## src/hw/rtl/rwcs_pkg.sv

```systemverilog
// Shared types and constants for the ray/wall column span unit.
package rwcs_pkg;

    localparam int FRAME_HEIGHT_DEF = 600;
    localparam int VAL_W            = 16;
    localparam int ROW_W            = 10;
    localparam int DIV_DW           = 32;
    localparam int QUOT_W           = 16;
    localparam int CFG_IDX_W        = 1;

    localparam logic [CFG_IDX_W-1:0] REG_CAMERA_HEIGHT = 1'd0;
    localparam logic [CFG_IDX_W-1:0] REG_TAN_HALF_FOV  = 1'd1;

    localparam logic signed [VAL_W-1:0] CAMERA_HEIGHT_RST = 16'sd154;
    localparam logic [VAL_W-1:0]        TAN_HALF_FOV_RST  = 16'd148;

    localparam logic signed [VAL_W-1:0] SAT_MAX = 16'sh7FFF;
    localparam logic signed [VAL_W-1:0] SAT_MIN = 16'sh8000;

    typedef struct packed {
        logic signed [15:0] ray_x;
        logic signed [15:0] wall_ax;
        logic signed [15:0] wall_ay;
        logic signed [15:0] wall_bx;
        logic signed [15:0] wall_by;
        logic signed [15:0] floor_height;
        logic signed [15:0] top_height;
        logic [15:0]        wall_length;
    } in_item_t;

    typedef struct packed {
        logic               hit;
        logic [15:0]        wall_fraction;
        logic signed [15:0] hit_depth;
        logic signed [15:0] span_bottom;
        logic signed [15:0] span_top;
        logic [9:0]         draw_bottom;
        logic [9:0]         draw_top;
        logic [15:0]        tex_u;
    } out_item_t;

    // Side data riding along the intersection divider.
    typedef struct packed {
        logic               hit;
        logic               sy_neg;
        logic signed [15:0] ay;
        logic signed [15:0] floor_h;
        logic signed [15:0] top_h;
    } dva_side_t;

    typedef struct packed {
        logic dh_pos;
        logic dh_neg;
        logic neg;
        logic ovf;
    } row_flag_t;

    // Side data riding along the projection divider.
    typedef struct packed {
        logic               hit;
        logic [15:0]        frac;
        logic signed [15:0] depth;
        logic [15:0]        tex;
        logic               dt_zero;
        row_flag_t          bot;
        row_flag_t          top;
    } dvb_side_t;

endpackage

```

## src/hw/rtl/rwcs_div_pipe.sv

```systemverilog
// Pipelined restoring divider: one quotient bit per stage, lanes share a divisor.
module rwcs_div_pipe
    import rwcs_pkg::*;
#(
    parameter int LANES = 1,
    parameter int DW    = DIV_DW,
    parameter int QW    = QUOT_W,
    parameter int SW    = 1
) (
    input  logic                           clk,
    input  logic                           en,
    input  logic [DW-1:0]                  divisor,
    input  logic [LANES-1:0][DW-1:0]       rem_in,
    input  logic [LANES-1:0][QW-1:0]       low_in,
    input  logic [SW-1:0]                  side_in,
    output logic [LANES-1:0][QW-1:0]       quot,
    output logic [SW-1:0]                  side_out
);

    logic [DW-1:0]              div_reg  [QW];
    logic [LANES-1:0][DW-1:0]   rem_reg  [QW];
    logic [LANES-1:0][QW-1:0]   low_reg  [QW];
    logic [LANES-1:0][QW-1:0]   q_reg    [QW];
    logic [SW-1:0]              side_reg [QW];

    for (genvar k = 0; k < QW; k++) begin : g_step
        logic [DW-1:0]            div_src;
        logic [LANES-1:0][DW-1:0] rem_src;
        logic [LANES-1:0][QW-1:0] low_src;
        logic [LANES-1:0][QW-1:0] q_src;
        logic [SW-1:0]            side_src;
        logic [LANES-1:0][DW-1:0] rem_next;
        logic [LANES-1:0][QW-1:0] low_next;
        logic [LANES-1:0][QW-1:0] q_next;

        if (k == 0) begin : g_first
            assign div_src  = divisor;
            assign rem_src  = rem_in;
            assign low_src  = low_in;
            assign q_src    = '0;
            assign side_src = side_in;
        end else begin : g_rest
            assign div_src  = div_reg[k-1];
            assign rem_src  = rem_reg[k-1];
            assign low_src  = low_reg[k-1];
            assign q_src    = q_reg[k-1];
            assign side_src = side_reg[k-1];
        end

        always_comb
        begin
            logic [DW:0] trial;
            logic        qbit;
            for (int l = 0; l < LANES; l++)
            begin
                trial = {rem_src[l], low_src[l][QW-1]};
                qbit  = (trial >= {1'b0, div_src});
                if (qbit)
                begin
                    trial = trial - {1'b0, div_src};
                end
                rem_next[l] = trial[DW-1:0];
                low_next[l] = {low_src[l][QW-2:0], 1'b0};
                q_next[l]   = {q_src[l][QW-2:0], qbit};
            end
        end

        always_ff @(posedge clk)
        begin
            if (en)
            begin
                div_reg[k]  <= div_src;
                rem_reg[k]  <= rem_next;
                low_reg[k]  <= low_next;
                q_reg[k]    <= q_next;
                side_reg[k] <= side_src;
            end
        end
    end

    assign quot     = q_reg[QW-1];
    assign side_out = side_reg[QW-1];

endmodule

```

## config.mk

```make
export PLATFORM = sky130hd
export DESIGN_NAME = rwcs_div_pipe
export DESIGN_NICKNAME = d
export VERILOG_FILES = /design/src/hw/rtl/rwcs_pkg.sv /design/src/hw/rtl/rwcs_div_pipe.sv
export SDC_FILE = /design/constraint.sdc
export NUM_CORES = 2
export LEC_CHECK = 0
export BUFFER_PORTS_ARGS = -buffer_cell sky130_fd_sc_hd__buf_2
export CORE_MARGIN = 2
export CORE_UTILIZATION = 60
export CTS_BUF_LIST = sky130_fd_sc_hd__clkbuf_4
export DETAILED_ROUTE_END_ITERATION = 10
export PLACE_DENSITY = 0.81
export SLEW_MARGIN = 15
export SYNTH_ARGS = -nofsm -noshare
export SYNTH_HDL_FRONTEND = slang
export SYNTH_SLANG_ARGS = --single-unit
```

## constraint.sdc

```tcl
create_clock -name clk -period 7.7 [get_ports clk]
set_input_delay 1.155 -clock clk [delete_from_list [all_inputs] [get_ports clk]]
set_output_delay 1.155 -clock clk [all_outputs]
set_load 0.02 [all_outputs]
```

Yosys cells after proc, flatten, opt, wreduce, memory -nomap -nowiden. Memories as Yosys holds them, arrays and structs flattened. Cells that the tools add are included.

Flip-flop bits (word level): 0. Latch bits: 0. Bits in writable memories: 1536. Memory bits (read-only): 0. Input port bits: 83. Word-level logic and storage cells: 55. Memories kept: 5.

Memory list: div_reg (words 16, bits a word 32, rd ports 15, clocked after Yosys merged registers in 0, write ports 16, line rwcs_div_pipe.sv:20) `logic [DW-1:0] div_reg [QW];`; rem_reg (words 16, bits a word 32, rd ports 15, clocked after Yosys merged registers in 0, write ports 16, line rwcs_div_pipe.sv:21) `logic [LANES-1:0][DW-1:0] rem_reg [QW];`; q_reg (words 16, bits a word 16, rd ports 16, clocked after Yosys merged registers in 0, write ports 16, line rwcs_div_pipe.sv:23) `logic [LANES-1:0][QW-1:0] q_reg [QW];`; low_reg (words 16, bits a word 15, rd ports 15, clocked after Yosys merged registers in 0, write ports 16, line rwcs_div_pipe.sv:22) `logic [LANES-1:0][QW-1:0] low_reg [QW];`; side_reg (words 16, bits a word 1, rd ports 16, clocked after Yosys merged registers in 0, write ports 16, line rwcs_div_pipe.sv:24) `logic [SW-1:0] side_reg [QW];`.

Add/sub/neg operators: 16. $mul: 0. Div/mod/pow operators: 0. Magnitude comparators: 16. Equality and inequality tests: 0. Shift-type cells: 0. Muxes and demuxes: 18. Bitwise logic cells: 0. Reduce and logical (&&, ||, !) cells: 0.

Operators by type and width (number): 33-bit by 32-bit greater-or-equal comparator with 1-bit output (16); 32-bit two-way mux (16); 32-bit subtractor (16); 1-bit two-way mux (2).

Longest topological paths before layout. An unclocked memory read counts as a cell.

Word-level depth: 3. Gate-level depth with buffers: 15. Mapped depth without buffers: 13.

Worst setup path after synthesis. Ideal clock, no wire load.

Path type: input to register. Start: input divisor[1]. End: memory rem_reg[0][25] (netlist name) (data pin). Arrival: 3.700 ns. Data required time: 7.440 ns. Path slack: 3.740 ns. Stages on the path: 13. Cell sequence: inv_1 > ha_1 > nor2b_1 > o2111ai_1 > a311o_1 > a21boi_0 > a21oi_1 > o31ai_1 > a21oi_1 > o221ai_1 > a41oi_1 > buf_2 > mux2_2.

RTL lines: start: declaration (line rwcs_div_pipe.sv:12) `input logic [DW-1:0] divisor,`; end: declaration (line rwcs_div_pipe.sv:21).

==> impl_metrics.csv <==
group,metric,value,unit
flow_run,cap_violations,0,
timing,tns,0,ns
synth,synthFlopType,"edfxtp_1",
timing,fmax,219,MHz
power,irDropWorstVdd,0.218,mV
synth,synth.yosys.warnings,0,
die,initial_utilization,60.6,%
power,power_frac_comb,47.2,%
routing,drc,0,
power,p_clk_share,17.9,%
synth,seq_area_frac_synth,53.2,%
grt,grt_pass1_vias,49300,
routing,vias,47600,
clock_network,cts_tree,"built",
routing,viasPerCell,5.84,
timing,period_needed,4.57,ns
grt,grt_use_total,25.2,%
die,core_area,115000,µm²
worst_setup_path,start_kind,"flop",
synth,synthArstFlopShare,0,%
power,swShare,37.8,%
synth,synth_edf_count,1232,
worst_setup_path,arrival,5.52,ns
synth,yosys-top-cells-area,"edfxtp_1, ha_1, mux2_2, a21oi_1, inv_1",
worst_setup_path,ff2ff_path_depth,12,
clock_network,cts_max_path_buffers,4,
synth,synth_largest_area_cell,"edfxtp_1",
grt,grt_pass1_wl,237,mm
timing,clock_skew,0.108,ns
die,num_rows,124,
worst_setup_path,crit_required,8.65,ns
routing,detail_route.first_pass.iterations,6,
worst_setup_path,worstSetupPathType,"flop to flop",
power,power.internal,19.2,mW
die,die_w,344,µm
die,ios,100,
synth,syn-num-nets,6688,
synth,synthTopCellsByCount,"edfxtp_1, inv_1, ha_1",
timing,rsz0062_at_grt,"false",
clock_network,clk_pin_slew,0.07,ns
power,p_total,30.8,mW
synth,synth-seq-cells,1232,
power,leakage,31.2,nW
grt,grt_max_degree,168,
timing,slew_violations,0,
clock_network,insertion_delay,1.24,ns
power,seqPwrFrac,34.8,%
synth,synth.top_cell.area_share,53.2,%
die,dieArea,119000,µm²
timing,period_share,59.3,%
clock_network,cts_buffers,341,
worst_hold_path,min_path_type,"primary input to flop",
clock_network,cts_setup_buffers,0,
power,power.density,407,nW/µm²
final_layout,syn_to_final_growth,8.93,%
run_status,status,"complete, no violations",
worst_setup_path,cp-end-kind,"flop",
timing,finalSetupViolations,0,
final_layout,num-fill-cells,8565,
timing,slew_headroom,31.4,%
synth,avgSynthCellArea,11.4,µm²
routing,first_iter_violations,2783,
die,chipHeight,344,µm
clock_network,cts-root-buf,"clkbuf_4",
power,switchingPower,11.6,mW
clock_network,htreeDepth,5,
synth,synth_cell_types,84,
final_layout,final_util,66.0,%
worst_setup_path,path_max_fanout,33,
grt,grt_remaining_overflow,0,
placed_design,gp_congestion,0.971,
grt,antenna_found_initial,4,
clock_network,cts.sinks,1232,
routing,avgRoutedWirePerCell,18.2,µm
synth,syn_area,69500,µm²
synth,syn_inst,6078,
final_layout,num-nets-final,7016,
placed_design,place_hpwl,110,mm
routing,wl,148,mm
final_layout,drive_gt1_share,13.4,%
timing,finalHoldViolCount,0,
worst_hold_path,min_path_cells,1,
synth,yosys.cell_count.top_type,"edfxtp_1",
routing,ant_nets,0,
placed_design,port_buffers,99,
timing,worst_pin_slew,1.03,ns
cells in the final DEF (no fill, tap or decap), types with 86 or more instances in the layout:
cell type	n
edfxtp_1	1232
inv_1	640
ha_1	512
a21oi_1	494
clkbuf_4	441
nand2_1	381
o21ai_0	374
nor2_1	293
xnor2_1	260
a21o_1	230
mux2_2	228
xor2_1	149
nand3_1	127
buf_2	98
o21a_1	86
kinds of logic (layout without fill, tap and decap cells):
group | Yosys count | in the layout | share of synthesized area, %
flip-flops | 1232 | 1232 | 53.2
multiplexers | 282 | 282 | 4.52
buffers and inverters | 790 | 1326 | 4.38
AO/OA/AOI/OAI | 1626 | 1626 | 14.8
other | 0 | 12 | 0
AND/OR/NAND/NOR | 1212 | 1212 | 8.30
XOR/XNOR | 409 | 409 | 5.15
adder cells (fa/ha/maj) | 527 | 527 | 9.65
through the flow:
stage          hold slack [ns]  cells  setup slack, ns  area (µm²)
4_1_cts                0.00312   8126             3.17       75700
3_3_place_gp             0.401   7571             2.85       71700
2_1_floorplan            0.400   6078             3.74       69500
3_5_place_dp             0.405   7571             2.87       71700
6_report                0.0940   8138             3.13       75700
5_1_grt                -0.0131   8134             3.08       75700
path summary, 6_finish.rpt:
kind	endpoint	start	slack [ns]
worst max-delay path	rem_reg[6][24]$_DFFE_PP_	div_reg[5][1]$_DFFE_PP_	3.13
worst max register to register	rem_reg[6][24]$_DFFE_PP_	div_reg[5][1]$_DFFE_PP_	3.13
worst min register to register	low_reg[0][65]$_DFFE_PP_	low_reg[0][49]$_DFFE_PP_	0.37
worst min-delay path	low_reg[0][5]$_DFFE_PP_	low_in[5]	0.09
power groups by stage:
stage	clock, mW	combinational, mW	sequential (mW)
after floorplan	0	11.2	10.5
after global placement	0	13.9	10.8
after detailed placement	0	14.3	10.8
after CTS	5.69	14.4	10.7
after global routing	6.04	16.1	10.9
final	5.53	14.5	10.7
repair_timing:
item | 4_1_cts | 5_1_grt
gates resized for setup | 0 | 0
hold buffers | 4 | 0
endpoints found under the hold margin | 4 | 0
routing by layer:
layer	routed length [µm]	share of wire, %	vias to the layer above	track usage (%)
li1	-	-	23200	-
met1	50600	34	22400	23.1
met2	81500	55	1381	49.2
met3	5160	3.5	576	3.68
met4	11100	7.5	0	19.1
met5	0	0	-	0
worst max-delay path: stages (launching register included):
cell and delay [ns]:
edfxtp_1 0.44, inv_1 0.09, ha_1 0.23, nor2b_1 0.15, o31a_1 0.27, o311ai_1 0.58
a21oi_1 0.22, a21oi_1 0.49, or3_1 0.19, o211a_1 0.18, a21oi_1 0.07, or4_2 0.96
mux2_1 0.45
layout make-up:
type	count	area, µm²	area share, %
antenna	12	30.0	0.0397
clock inverter	110	654	0.864
sequential	1232	37000	48.9
clock buffer	441	3310	4.37
multi-input combinational	4056	29600	39.1
tap	1512	1890	2.50
timing repair buffer	135	866	1.14
inverter	640	2400	3.17
Note: power is estimated with default switching activity, not from simulation.
