## src/hw/rtl/rwcs_pkg.sv

```systemverilog
// Shared types and constants for the ray/wall column span unit.
package rwcs_pkg;

    localparam int FRAME_HEIGHT_DEF = 600;
    localparam int VAL_W            = 16;
    localparam int ROW_W            = 10;
    localparam int DIV_DW           = 32;
    localparam int QUOT_W           = 16;
    localparam int CFG_IDX_W        = 1;

    localparam logic [CFG_IDX_W-1:0] REG_CAMERA_HEIGHT = 1'd0;
    localparam logic [CFG_IDX_W-1:0] REG_TAN_HALF_FOV  = 1'd1;

    localparam logic signed [VAL_W-1:0] CAMERA_HEIGHT_RST = 16'sd154;
    localparam logic [VAL_W-1:0]        TAN_HALF_FOV_RST  = 16'd148;

    localparam logic signed [VAL_W-1:0] SAT_MAX = 16'sh7FFF;
    localparam logic signed [VAL_W-1:0] SAT_MIN = 16'sh8000;

    typedef struct packed {
        logic signed [15:0] ray_x;
        logic signed [15:0] wall_ax;
        logic signed [15:0] wall_ay;
        logic signed [15:0] wall_bx;
        logic signed [15:0] wall_by;
        logic signed [15:0] floor_height;
        logic signed [15:0] top_height;
        logic [15:0]        wall_length;
    } in_item_t;

    typedef struct packed {
        logic               hit;
        logic [15:0]        wall_fraction;
        logic signed [15:0] hit_depth;
        logic signed [15:0] span_bottom;
        logic signed [15:0] span_top;
        logic [9:0]         draw_bottom;
        logic [9:0]         draw_top;
        logic [15:0]        tex_u;
    } out_item_t;

    // Side data riding along the intersection divider.
    typedef struct packed {
        logic               hit;
        logic               sy_neg;
        logic signed [15:0] ay;
        logic signed [15:0] floor_h;
        logic signed [15:0] top_h;
    } dva_side_t;

    typedef struct packed {
        logic dh_pos;
        logic dh_neg;
        logic neg;
        logic ovf;
    } row_flag_t;

    // Side data riding along the projection divider.
    typedef struct packed {
        logic               hit;
        logic [15:0]        frac;
        logic signed [15:0] depth;
        logic [15:0]        tex;
        logic               dt_zero;
        row_flag_t          bot;
        row_flag_t          top;
    } dvb_side_t;

endpackage

```

## src/hw/rtl/rwcs_out_buf.sv

```systemverilog
// Two-entry output buffer that decouples the pipeline from the result sink.
module rwcs_out_buf
    import rwcs_pkg::*;
#(
    parameter int W = $bits(out_item_t)
) (
    input  logic         clk,
    input  logic         rst_n,
    input  logic         push,
    input  logic [W-1:0] din,
    output logic         advance,
    output logic         out_valid,
    input  logic         out_ready,
    output logic [W-1:0] dout
);

    logic [1:0]   cnt_reg, cnt_next;
    logic [W-1:0] e0_reg, e1_reg;
    logic         pop;
    logic         load_e0;

    assign pop       = out_valid && out_ready;
    assign out_valid = (cnt_reg != 2'd0);
    assign advance   = (cnt_reg != 2'd2) || out_ready;
    assign dout      = e0_reg;
    // Incoming beat lands in the head slot when the buffer is empty, or holds one beat that is leaving.
    assign load_e0   = push && ((cnt_reg == 2'd0) || (cnt_reg == 2'd1 && pop));

    always_comb
    begin
        cnt_next = cnt_reg;
        case ({push, pop})
            2'b10:   cnt_next = cnt_reg + 2'd1;
            2'b01:   cnt_next = cnt_reg - 2'd1;
            default: cnt_next = cnt_reg;
        endcase
    end

    always_ff @(posedge clk or negedge rst_n)
    begin
        if (!rst_n)
        begin
            cnt_reg <= 2'd0;
        end
        else
        begin
            cnt_reg <= cnt_next;
        end
    end

    always_ff @(posedge clk)
    begin
        if (load_e0)
        begin
            e0_reg <= din;
        end
        else if (pop)
        begin
            e0_reg <= e1_reg;
        end
        if (push && !load_e0)
        begin
            e1_reg <= din;
        end
    end

endmodule

```

## config.mk

```make
export PLATFORM = sky130hd
export DESIGN_NAME = rwcs_out_buf
export DESIGN_NICKNAME = d
export VERILOG_FILES = /design/src/hw/rtl/rwcs_pkg.sv /design/src/hw/rtl/rwcs_out_buf.sv
export SDC_FILE = /design/constraint.sdc
export NUM_CORES = 1
export LEC_CHECK = 0
export BUFFER_PORTS_ARGS = -buffer_cell sky130_fd_sc_hd__buf_2
export CORE_ASPECT_RATIO = 0.7
export CORE_MARGIN = 2
export CORE_UTILIZATION = 57
export DETAILED_ROUTE_END_ITERATION = 6
export PLACE_DENSITY = 0.84
export SYNTH_ARGS = -nofsm -noshare
export SYNTH_HDL_FRONTEND = slang
export SYNTH_SLANG_ARGS = --single-unit
```

## constraint.sdc

```tcl
create_clock -name clk -period 6.2 [get_ports clk]
set_input_delay 1.24 -clock clk [delete_from_list [all_inputs] [get_ports clk]]
set_output_delay 1.24 -clock clk [all_outputs]
set_load 0.005 [all_outputs]
```

# --- After elaboration in Yosys (flattened, before gate mapping) ---
# Index checks and enable logic that the tools add are counted.
word_totals:
  elab_cells: 23
  out_inout_bits: 103
  in_bits: 105
  regBits: 204
classes:
  muxes: 3
  addsub: 2
  reduce_logical: 11
  n_eq_ne: 4
ops:
  columns: ["operator", "count"]
  rows:
  - ["$mux W101", 2]
  - ["$reduce_bool A2 Y1", 3]
  - ["$eq A2 B1 Y1 const B", 2]
  - ["$logic_and A1 B1 Y1", 4]
  - ["$pmux W2 S2", 1]
  - ["$add A2 B1 Y2 const B", 1]
  - ["$eq A2 B2 Y1 const B", 1]
  - ["$logic_not A2 Y1", 1]
  - ["$logic_or A1 B1 Y1", 2]
  - ["$ne A2 B2 Y1 const B", 1]
  - ["$sub A2 B1 Y2 const B", 1]
  - ["$logic_not A1 Y1", 1]

# --- Logic depth before layout (Yosys ltp) ---
# Gate-level depths: netlist (run 1).
logic_depth:
  word_depth: 7
  mapped_depth: 7
  mapped_depth_nobuf: 6

# --- Least setup slack after synthesis (run 1) ---
# Ideal clock, no wire load.
synth_timing:
  path_type: "input to register"
  from: "input port push"
  to: "register e1_reg[0] (enable)"
  arrival_ps: 4166
  setup_slack_ps: 1562
  path_stages: 4
  required_ps: 5728
  n_path_buf: 3
  cell_sequence: "buf_2 -> buf_4 -> clkbuf_1 -> and2_1"
synth_between:
  elab_chain_cells: 3
synth_lines:
  columns: ["element", "line_no", "rtl"]
  rows:
  - ["from (decl)", "rwcs_out_buf.sv:9", "input logic push,"]
  - ["$logic_and A1 B1 Y1", "rwcs_out_buf.sv:27", "assign load_e0 = push && ((cnt_reg == 2'd0) || (cnt_reg == 2'd1 && pop));"]
  - ["$logic_not A1 Y1", "rwcs_out_buf.sv:61", "if (push && !load_e0)"]
  - ["$logic_and A1 B1 Y1 *", "rwcs_out_buf.sv:61", null]
  - ["to (signal assigned)", "rwcs_out_buf.sv:63", "e1_reg <= din;"]
  - ["to (decl)", "rwcs_out_buf.sv:18", "logic [W-1:0] e0_reg, e1_reg;"]
# Every way passes the cells marked *; elsewhere a longest branch is shown, timed or not.
# A chain may end at the register's enable or synchronous reset.

# --- Worst setup path in the final report (run 1) ---
layout_timing:
  from: "input port push"
  to: "register e0_reg[51] (netlist: dout[51]) (enable)"
layout_between:
  elab_chain_cells: 2
layout_lines:
  columns: ["element", "line_no", "rtl"]
  rows:
  - ["$logic_and A1 B1 Y1", "rwcs_out_buf.sv:27", null]
  - ["$reduce_bool A2 Y1 (no source line)", null, null]
  - ["to (signal assigned)", "rwcs_out_buf.sv:55", "e0_reg <= din;"]
  - ["to (signal assigned)", "rwcs_out_buf.sv:59", "e0_reg <= e1_reg;"]
  - ["to (decl)", "rwcs_out_buf.sv:18", null]
# No other way between the ends.

==> impl_metrics.tcl, run 1 <==
set metrics [dict create \
    outcome "completed" \
    path_clk_slew_ns 0.07 \
    placed_area_mm2 0.00994 \
    cts_tree "yes" \
    worstPathArrival_ns 3.93 \
    cp_common_cell "buf_4" \
    total_power_mw 4.91 \
    met2_usage_pct 37.1 \
    synth_top_area_cell "edfxtp_1" \
    overflow 0 \
    final_cell_area_mm2 0.0105 \
    syn2layout_area_growth_pct 18.2 \
    setup_tns_ns 0 \
    fillers 1097 \
    start_util_pct 57.6 \
    ys_seq_area_share_pct 69.1 \
    finalCritPeriodShare_pct 61.1 \
    drv_cap 0 \
    async_reset_ff_share_pct 0.980 \
    crit_slowest_cell "or2_4" \
    ios 208 \
    clock.fmax_mhz 264 \
    dpl.hpwl_mm 11.7 \
    ys_ff_latch 204 \
    grt_max_degree 79 \
    cts_hold_buf 0 \
    met1_usage_pct 29.6 \
    synth_cell_types 20 \
    synth-edff-count 202 \
    post_cts_buffers 0 \
    required_ns 6.34 \
    cts_num_sinks 204 \
    path_max_fanout 78 \
    synthCells 571 \
    grt_pass1_wl_mm 28.5 \
    drc 0 \
    hold_class "flip-flop to flip-flop" \
    avgSynthCellArea_um2 15.5 \
    antenna_found_initial 2 \
    ctsResizeCount 0 \
    fin_util_pct 68.1 \
    rows 38 \
    power_density_mw_per_mm2 470 \
    via_per_inst 5.54 \
    worstSetupPathType "input port to flip-flop" \
    max_slew_margin_pct 25.7 \
    cts-root-buf "clkbuf_16" \
    setup.worst_path.start_class "input port" \
    synth_area_leaders "edfxtp_1 69%, o32ai_2 17%, inv_1 4.5%" \
    first_iter_violations 366 \
    synth_nets 680 \
    wl_per_cell_um 19.1 \
    cts.htree.levels 1 \
    finalCriticalPeriod_ns 3.79 \
    die_h_um 108 \
    path_buf_inv 2 \
    syn_area_mm2 0.00885 \
    track_usage_pct 22.0 \
    fp.dieW_um 153 \
    num_vias 5387 \
    drv_slew 0 \
    yosysWarnings 0 \
    leakage_nw 4.27 \
    ys.flop_type "edfxtp_1" \
    grt_busiest_layer "met2" \
    cts_made_buffers 19 \
    die_area_mm2 0.0166 \
    worst_hold_slack_ns 0.512 \
    rsz0062_at_grt "no" \
    setup_violations 0 \
    gr-usage-met3_pct 5.09 \
    postRouteAntennaNets 0 \
    grt_pass1_vias 5342 \
    yosys.area.top_type_share_pct 68.5 \
    seqCellArea_mm2 0.00612 \
    tightestPinTransition_ns 1.11 \
    drt_pre_antenna_iters 5 \
    layout-drive-gt1-share_pct 42.8 \
    cp_top_family "simple AND/OR/NAND/NOR gates" \
    multi_input_area_mm2 0.00208 \
    core_mm2 0.0154 \
    crit_path_end_kind "flip-flop" \
    fin_nets 871 \
    cts_max_path_buffers 3 \
    routed_wl_mm 18.6 \
    finClkSkew_ns 0.0158 \
    final-hold-violation-count 0 \
    crit_chain "buf_4 > and2_4 > or2_4 > buf_4" \
    cpPeakStageDelay_ns 1.00 \
    peakVddDrop_v 0.000270 \
    insertion_delay_ns 0.48 \
    place.port_buffers 207 \
    gp_congestion 0.788 \
]
==> cell usage after synthesis (2+ instances only) <==
cell	count
buf_6	10
dfrtp_1	2
o32ai_2	90
clkbuf_1	13
ha_1	4
nand2_1	102
inv_1	105
buf_2	21
xnor2_1	2
o32ai_1	11
edfxtp_1	202
==> worst register-to-register path, cell delays in order, from the launching register on <==
cell and delay (ns):
dfrtp_1 0.41, inv_1 0.09, ha_1 0.26, and2_4 0.73, or2_4 1.00, buf_4 0.50
==> metrics by stage <==
step                      instances  setup slack, ns
after floorplan                 571             1.56
after global placement          941             2.00
after detailed placement        941             1.88
after CTS                       971             2.38
after global routing            971             2.20
final                           972             2.41
==> placed cells by master (no fill, tap or decap) <==
| master | n |
|---|---|
| and3_4 | 1 |
| nand2_1 | 102 |
| o32ai_1 | 11 |
| or2_4 | 1 |
| clkbuf_16 | 19 |
| nor2b_1 | 1 |
| buf_4 | 9 |
| clkinv_2 | 1 |
| edfxtp_1 | 202 |
| ha_1 | 4 |
| dfrtp_1 | 2 |
| inv_1 | 105 |
| o32ai_2 | 90 |
| and2_4 | 2 |
| buf_2 | 206 |
| o21ai_0 | 1 |
| xnor2_1 | 2 |
| clkinv_1 | 7 |
| clkbuf_1 | 3 |
| a21oi_4 | 1 |
| nand2b_1 | 1 |
| diode_2 | 1 |
==> power by group <==
group	leakage, nW	switching [mW]	internal (mW)
registers	1.97	0.142	2.19
logic	2.05	0.922	0.642
clock network	0.253	0.464	0.555
==> kinds of logic after synthesis <==
| logic type | count (synthesis) | share of synthesized area [%] |
|---|---|---|
| compound gates | 103 | 17.7 |
| buf+inv | 150 | 7.55 |
| flops | 204 | 69.1 |
| xor+xnor | 2 | 0.198 |
| simple gates | 108 | 4.84 |
| fa+ha+maj | 4 | 0.566 |
==> per-layer routing <==
| layer | wire, um | part of all wire, % |
|---|---|---|
| met1 | 7430 | 40 |
| met3 | 1450 | 7.8 |
| met5 | 27 | 0.15 |
| met4 | 304 | 1.6 |
| met2 | 9380 | 50 |
==> final cells by class <==
cell class,count,share of cell area [%]
Clock buffer,22,4.65
Timing Repair Buffer,215,10.5
Tap cell,200,2.39
Clock inverter,8,0.299
Inverter,105,3.77
Multi-Input combinational cell,217,19.9
Antenna cell,1,0.0239
Sequential cell,204,58.5
==> final timing paths <==
path                              endpoint  cells past startpoint  slack [ns]       start
worst max-delay path              dout[51]                      4        2.41        push
worst min-delay path            cnt_reg[0]                      1        0.51  cnt_reg[0]
worst max register to register    dout[51]                      5        2.87  cnt_reg[0]
worst min register to register  cnt_reg[0]                      1        0.51  cnt_reg[0]
max in group asynchronous       cnt_reg[0]                      1        5.57       rst_n
min in group asynchronous       cnt_reg[1]                      1        0.53       rst_n
No activity file was read; power rests on OpenSTA's default activity.
==> run 2: changes to the inputs <==
--- a/config.mk
+++ b/config.mk
@@ -8,9 +8,9 @@
 export BUFFER_PORTS_ARGS = -buffer_cell sky130_fd_sc_hd__buf_2
 export CORE_ASPECT_RATIO = 0.7
 export CORE_MARGIN = 2
-export CORE_UTILIZATION = 57
+export CORE_UTILIZATION = 49
 export DETAILED_ROUTE_END_ITERATION = 6
-export PLACE_DENSITY = 0.84
+export PLACE_DENSITY = 0.77
 export SYNTH_ARGS = -nofsm -noshare
 export SYNTH_HDL_FRONTEND = slang
 export SYNTH_SLANG_ARGS = --single-unit
==> constraint.sdc (replaced) <==
create_clock -name clk -period 3.4 [get_ports clk]
set_input_delay 0.68 -clock clk [delete_from_list [all_inputs] [get_ports clk]]
set_output_delay 0.68 -clock clk [all_outputs]
set_load 0.005 [all_outputs]
==> impl_metrics.tcl, run 2 (synthesis gave the netlist of run 1 again) <==
set metrics [dict create \
    final-hold-violation-count 0 \
    setup_violations 0 \
    fin_nets 874 \
    antenna_found_initial 3 \
    peakVddDrop_v 0.000590 \
    ios 208 \
    cts-root-buf "clkbuf_16" \
    max_slew_margin_pct 41.1 \
    clock.fmax_mhz 456 \
    gp_congestion 0.746 \
    grt_max_degree 102 \
    die_h_um 116 \
    finClkSkew_ns 0.00837 \
    cts_num_sinks 204 \
    switching_share_pct 30.7 \
    core_mm2 0.0179 \
    finalCriticalPeriod_ns 2.19 \
    power_frac_seq_pct 45.0 \
    fp.dieW_um 165 \
    rsz0062_at_grt "no" \
    clkPwrFrac_pct 23.4 \
    outcome "completed" \
    path_max_fanout 40 \
    path_clk_slew_ns 0.07 \
    num_vias 5365 \
    preCtsSetupSlack_ns 0.947 \
    cts.htree.levels 1 \
    worstPathArrival_ns 2.36 \
    drc 0 \
    place.port_buffers 207 \
    power.switching_mw 2.88 \
    cts_made_buffers 20 \
    insertion_delay_ns 0.49 \
    fillers 1392 \
    dpl.hpwl_mm 11.5 \
    start_util_pct 49.6 \
    drv_slew 0 \
    required_ns 3.56 \
    setup.worst_path.start_class "flip-flop" \
    p_int_mw 6.49 \
    grt_pass1_vias 5365 \
    layout-drive-gt1-share_pct 43.6 \
    leakage_nw 4.36 \
    cts_max_path_buffers 3 \
    syn2layout_area_growth_pct 21.0 \
    track_usage_pct 19.2 \
    die_area_mm2 0.0192 \
    setup_tns_ns 0 \
    worstSetupPathType "flip-flop to flip-flop" \
    final.setup.worst_slack_ns 1.21 \
    postRouteAntennaNets 0 \
    cts_tree "yes" \
    tightestPinTransition_ns 0.884 \
    overflow 0 \
    final_cell_mix "206 x buf_2, 202 x edfxtp_1, 105 x inv_1, 102 x nand2_1, 90 x o32ai_2" \
    wl_per_cell_um 18.6 \
    power_density_mw_per_mm2 874 \
    drt_pre_antenna_iters 5 \
    combPwrFrac_pct 31.6 \
    crit_path_end_kind "flip-flop" \
    drv_cap 0 \
    hold_class "input port to flip-flop" \
    routed_wl_mm 18.9 \
    final_common_cell "buf_2" \
    first_iter_violations 444 \
    via_per_inst 5.29 \
    rows 41 \
    finalCritPeriodShare_pct 64.5 \
    grt_pass1_wl_mm 28.4 \
    post_cts_buffers 0 \
]
[run 2: power by group through the flow]
| stage | Sequential [mW] | Clock [mW] | Combinational [mW] |
|---|---|---|---|
| floorplan | 4.32 | 0 | 1.82 |
| finish | 4.21 | 2.19 | 2.96 |
| global route | 4.29 | 2.32 | 3.22 |
| CTS | 4.22 | 2.23 | 3.02 |
| detailed placement | 4.26 | 0 | 3.01 |
| global placement | 4.23 | 0 | 2.91 |
[run 2: metal layers]
metal,GRT usage [%],share of wire (%)
met2,32.5,49
met4,5.74,2.4
met3,4.69,7.5
met5,0,0.069
met1,24.9,41
[run 2: worst paths after layout]
kind,slack (ns),cells after the start,to,startpoint
max in group asynchronous,2.79,2,cnt_reg[0],rst_n
max,1.21,5,e1_reg[43],cnt_reg[0]
min in group asynchronous,0.51,2,cnt_reg[1],rst_n
min reg2reg,0.51,1,cnt_reg[0],cnt_reg[0]
max reg2reg,1.21,5,e1_reg[43],cnt_reg[0]
min,0.38,1,e1_reg[100],din[100]
[run 2: stage by stage]
| step | instances | util, % | total power, mW | instance area (um^2) | hold slack (ns) |
|---|---|---|---|---|---|
| finish | 1015 | 60.0 | 9.36 | 10700 | 0.377 |
| floorplan | 571 | - | 6.14 | 8850 | 0.384 |
| global route | 1013 | 60.0 | 9.83 | 10700 | 0.365 |
| CTS | 1013 | 60.0 | 9.47 | 10700 | 0.361 |
| global placement | 978 | 56.3 | 7.14 | 10100 | 0.472 |
| detailed placement | 978 | 56.3 | 7.27 | 10100 | 0.472 |
[run 2: critical path, cell delays in order, from the launching register on]
cell,delay (ns)
dfrtp_1,0.39
inv_1,0.08
ha_1,0.27
a21oi_4,0.17
and2_4,0.54
buf_4,0.39
[run 2: area by class of cell]
class / count / area (um^2) / area share [%]
timing repair buffer: 217 / 1180 / 11.0
inverter: 105 / 394 / 3.68
multi-input combinational: 217 / 2080 / 19.4
antenna: 2 / 5.00 / 0.0467
tap: 236 / 295 / 2.76
clock buffer: 25 / 541 / 5.05
clock inverter: 9 / 96.3 / 0.900
sequential: 204 / 6120 / 57.1
[run 2: repair_timing]
action | CTS | global route
endpoints found under the setup margin | 0 | 0
hold buffers | 1 | 0
endpoints found under the hold margin | 2 | 0
gates resized for setup | 0 | 0
==> run 3: changes to the inputs <==
--- a/config.mk
+++ b/config.mk
@@ -5,12 +5,13 @@
 export SDC_FILE = /design/constraint.sdc
 export NUM_CORES = 1
 export LEC_CHECK = 0
+export ABC_AREA = 1
 export BUFFER_PORTS_ARGS = -buffer_cell sky130_fd_sc_hd__buf_2
 export CORE_ASPECT_RATIO = 0.7
 export CORE_MARGIN = 2
-export CORE_UTILIZATION = 49
+export CORE_UTILIZATION = 47
 export DETAILED_ROUTE_END_ITERATION = 6
-export PLACE_DENSITY = 0.77
+export PLACE_DENSITY = 0.75
 export SYNTH_ARGS = -nofsm -noshare
 export SYNTH_HDL_FRONTEND = slang
 export SYNTH_SLANG_ARGS = --single-unit
==> constraint.sdc (replaced) <==
create_clock -name clk -period 1.9 [get_ports clk]
set_input_delay 0.38 -clock clk [delete_from_list [all_inputs] [get_ports clk]]
set_output_delay 0.38 -clock clk [all_outputs]
set_load 0.005 [all_outputs]
==> impl_metrics.tcl, run 3 <==
set metrics [dict create \
    synthTopCellsByCount "209 x nand2_1, 202 x edfxtp_1, 102 x nand3_1, 12 x buf_2, 10 x buf_6" \
    fin_util_pct 59.4 \
    fp.dieW_um 158 \
    crit_path_end_kind "primary output" \
    fin_nets 884 \
    place.port_buffers 207 \
    cts.htree.levels 1 \
    grt_pass1_vias 4756 \
    synth-edff-count 202 \
    cts_made_buffers 20 \
    final_cell_mix "206 x nand2_1, 206 x buf_2, 202 x edfxtp_1, 102 x nand3_1, 21 x clkbuf_16" \
    drv_slew 0 \
    via_per_inst 4.88 \
    gp_congestion 0.744 \
    synth_nets 674 \
    hold_class "input port to flip-flop" \
    yosysWarnings 0 \
    track_usage_pct 18.0 \
    cts_max_path_buffers 3 \
    synth_area_leaders "edfxtp_1 78%, nand2_1 10%, nand3_1 6.6%" \
    rr_worst_depth 7 \
    ys.flop_type "edfxtp_1" \
    rows 39 \
    num_vias 4952 \
    worstPathArrival_ns 1.33 \
    crit_slowest_cell "dfrtp_1" \
    avgSynthCellArea_um2 13.7 \
    yosys.area.top_type_share_pct 78.1 \
    ys_seq_area_share_pct 78.8 \
    final-hold-violation-count 0 \
    synthCells 565 \
    ios 208 \
    cp_top_family "flip-flops" \
    ys_ff_latch 204 \
    core_mm2 0.0162 \
    rrSetupSlack_ns 0.21 \
    async_reset_ff_share_pct 0.980 \
    post_cts_buffers 0 \
    start_util_pct 47.8 \
    die_h_um 112 \
    hp-start "din[83]" \
    insertion_delay_ns 0.48 \
    finalCritPeriodShare_pct 90.2 \
    outcome "completed" \
    peakVddDrop_v 0.000872 \
    die_area_mm2 0.0176 \
    routed_wl_mm 16.2 \
    leakage_nw 4.14 \
    cts_num_sinks 204 \
    path_max_fanout 4 \
    final.setup.worst_slack_ns 0.185 \
    grt_max_degree 52 \
    synth_top_area_cell "edfxtp_1" \
    syn_area_mm2 0.00776 \
    crit_cells 4 \
    layout-drive-gt1-share_pct 32.0 \
    r2r_start "cnt_reg[0]" \
    preCtsSetupSlack_ns 0.222 \
    crit_path_end "out_valid" \
    synth_cell_types 14 \
    tightestPinTransition_ns 0.514 \
    max_slew_margin_pct 65.7 \
    power_density_mw_per_mm2 1560 \
    setup_violations 0 \
    cts_tree "yes" \
    timing.critical_path.from "cnt_reg[0]" \
    setup.worst_path.start_class "flip-flop" \
    drv_cap 0 \
    overflow 0 \
    wl_per_cell_um 16.0 \
    drt_pre_antenna_iters 4 \
    finalCriticalPeriod_ns 1.71 \
    first_iter_violations 258 \
    multi_input_area_mm2 0.00141 \
    required_ns 1.52 \
    dpl.hpwl_mm 10.4 \
    antenna_found_initial 3 \
    clock.fmax_mhz 583 \
    drc 0 \
    r2r-end "dout[21]" \
    grt_pass1_wl_mm 24.9 \
    crit_chain "inv_1 > ha_2 > inv_4 > buf_2" \
    path_buf_inv 3 \
    syn2layout_area_growth_pct 24.2 \
    path_clk_slew_ns 0.06 \
    dp.cells 977 \
    seqCellArea_mm2 0.00612 \
    cts-root-buf "clkbuf_16" \
    finClkSkew_ns 0.00823 \
    rsz0062_at_grt "no" \
    worstSetupPathType "flip-flop to primary output" \
    final_cells 1014 \
    cpPeakStageDelay_ns 0.40 \
    postRouteAntennaNets 0 \
    fillers 1344 \
    synth.most_common_cell "nand2_1" \
]
==> run 3: how the worst min path moves through the flow <==
stage / to / cells past startpoint / slack, ns
after detailed placement: cnt_reg[0] / 1 / 0.17
after floorplan: cnt_reg[0] / 0 / 0.08
after global routing: e1_reg[83] / 1 / 0.07
final: e1_reg[83] / 1 / 0.09
after global placement: cnt_reg[0] / 1 / 0.17
after CTS: e1_reg[83] / 1 / 0.06
==> run 3: cell type report <==
cell class	instances	share of cell area, %
flip-flops and latches	204	63.4
multi-input cells	319	14.6
repair buffers	221	12.7
clock buffers	25	5.60
well taps	225	2.92
clock inverters	9	0.402
inverters	9	0.376
diodes	2	0.0519
==> run 3: logic make-up after synthesis <==
family                     Yosys count  synth area share, %
adders and majority gates            4                0.645
and+or+nand+nor                    312                 16.7
buffers and inverters               42                 3.63
DFF                                204                 78.8
xor gates and xnor gates             1                0.113
AOI/OAI and AO/OA                    2                0.129
==> run 3: worst reg2reg max path, cell delays in order, from the launching register on <==
cell     delay (ns)
dfrtp_1        0.40
inv_1          0.09
ha_2           0.19
inv_4          0.05
nand2_4        0.10
buf_4          0.44
nand3_1        0.19
nand2_1        0.10
==> run 3: per-stage QoR <==
stage	TNS (ns)	total power, mW	cell area, um^2	hold slack, ns
after global placement	0	11.6	9050	0.169
after detailed placement	0	11.7	9050	0.170
after floorplan	-177.79	9.95	7800	0.0844
final	0	15.1	9650	0.0889
after global routing	0	16.0	9640	0.0652
after CTS	0	15.2	9640	0.0643
==> run 3: repair_timing <==
| item | in CTS | in global routing |
|---|---|---|
| gates resized for setup | 0 | 0 |
| endpoints found under the hold margin | 2 | 0 |
| hold buffers | 1 | 0 |
==> run 3: where the power goes <==
| group | switching, mW | internal (mW) |
|---|---|---|
| Combinational | 2.62 | 1.44 |
| Sequential | 0.409 | 7.05 |
| Clock | 1.55 | 2.00 |
==> run 3: layer usage <==
layer / up-vias / share of wire (%) / track usage, %
met3: 28 / 8.5 / 5.45
met5: - / 0.062 / 0
met4: 2 / 1.5 / 3.94
li1: 2406 / - / -
met1: 2328 / 44 / 25.7
met2: 188 / 46 / 27.5
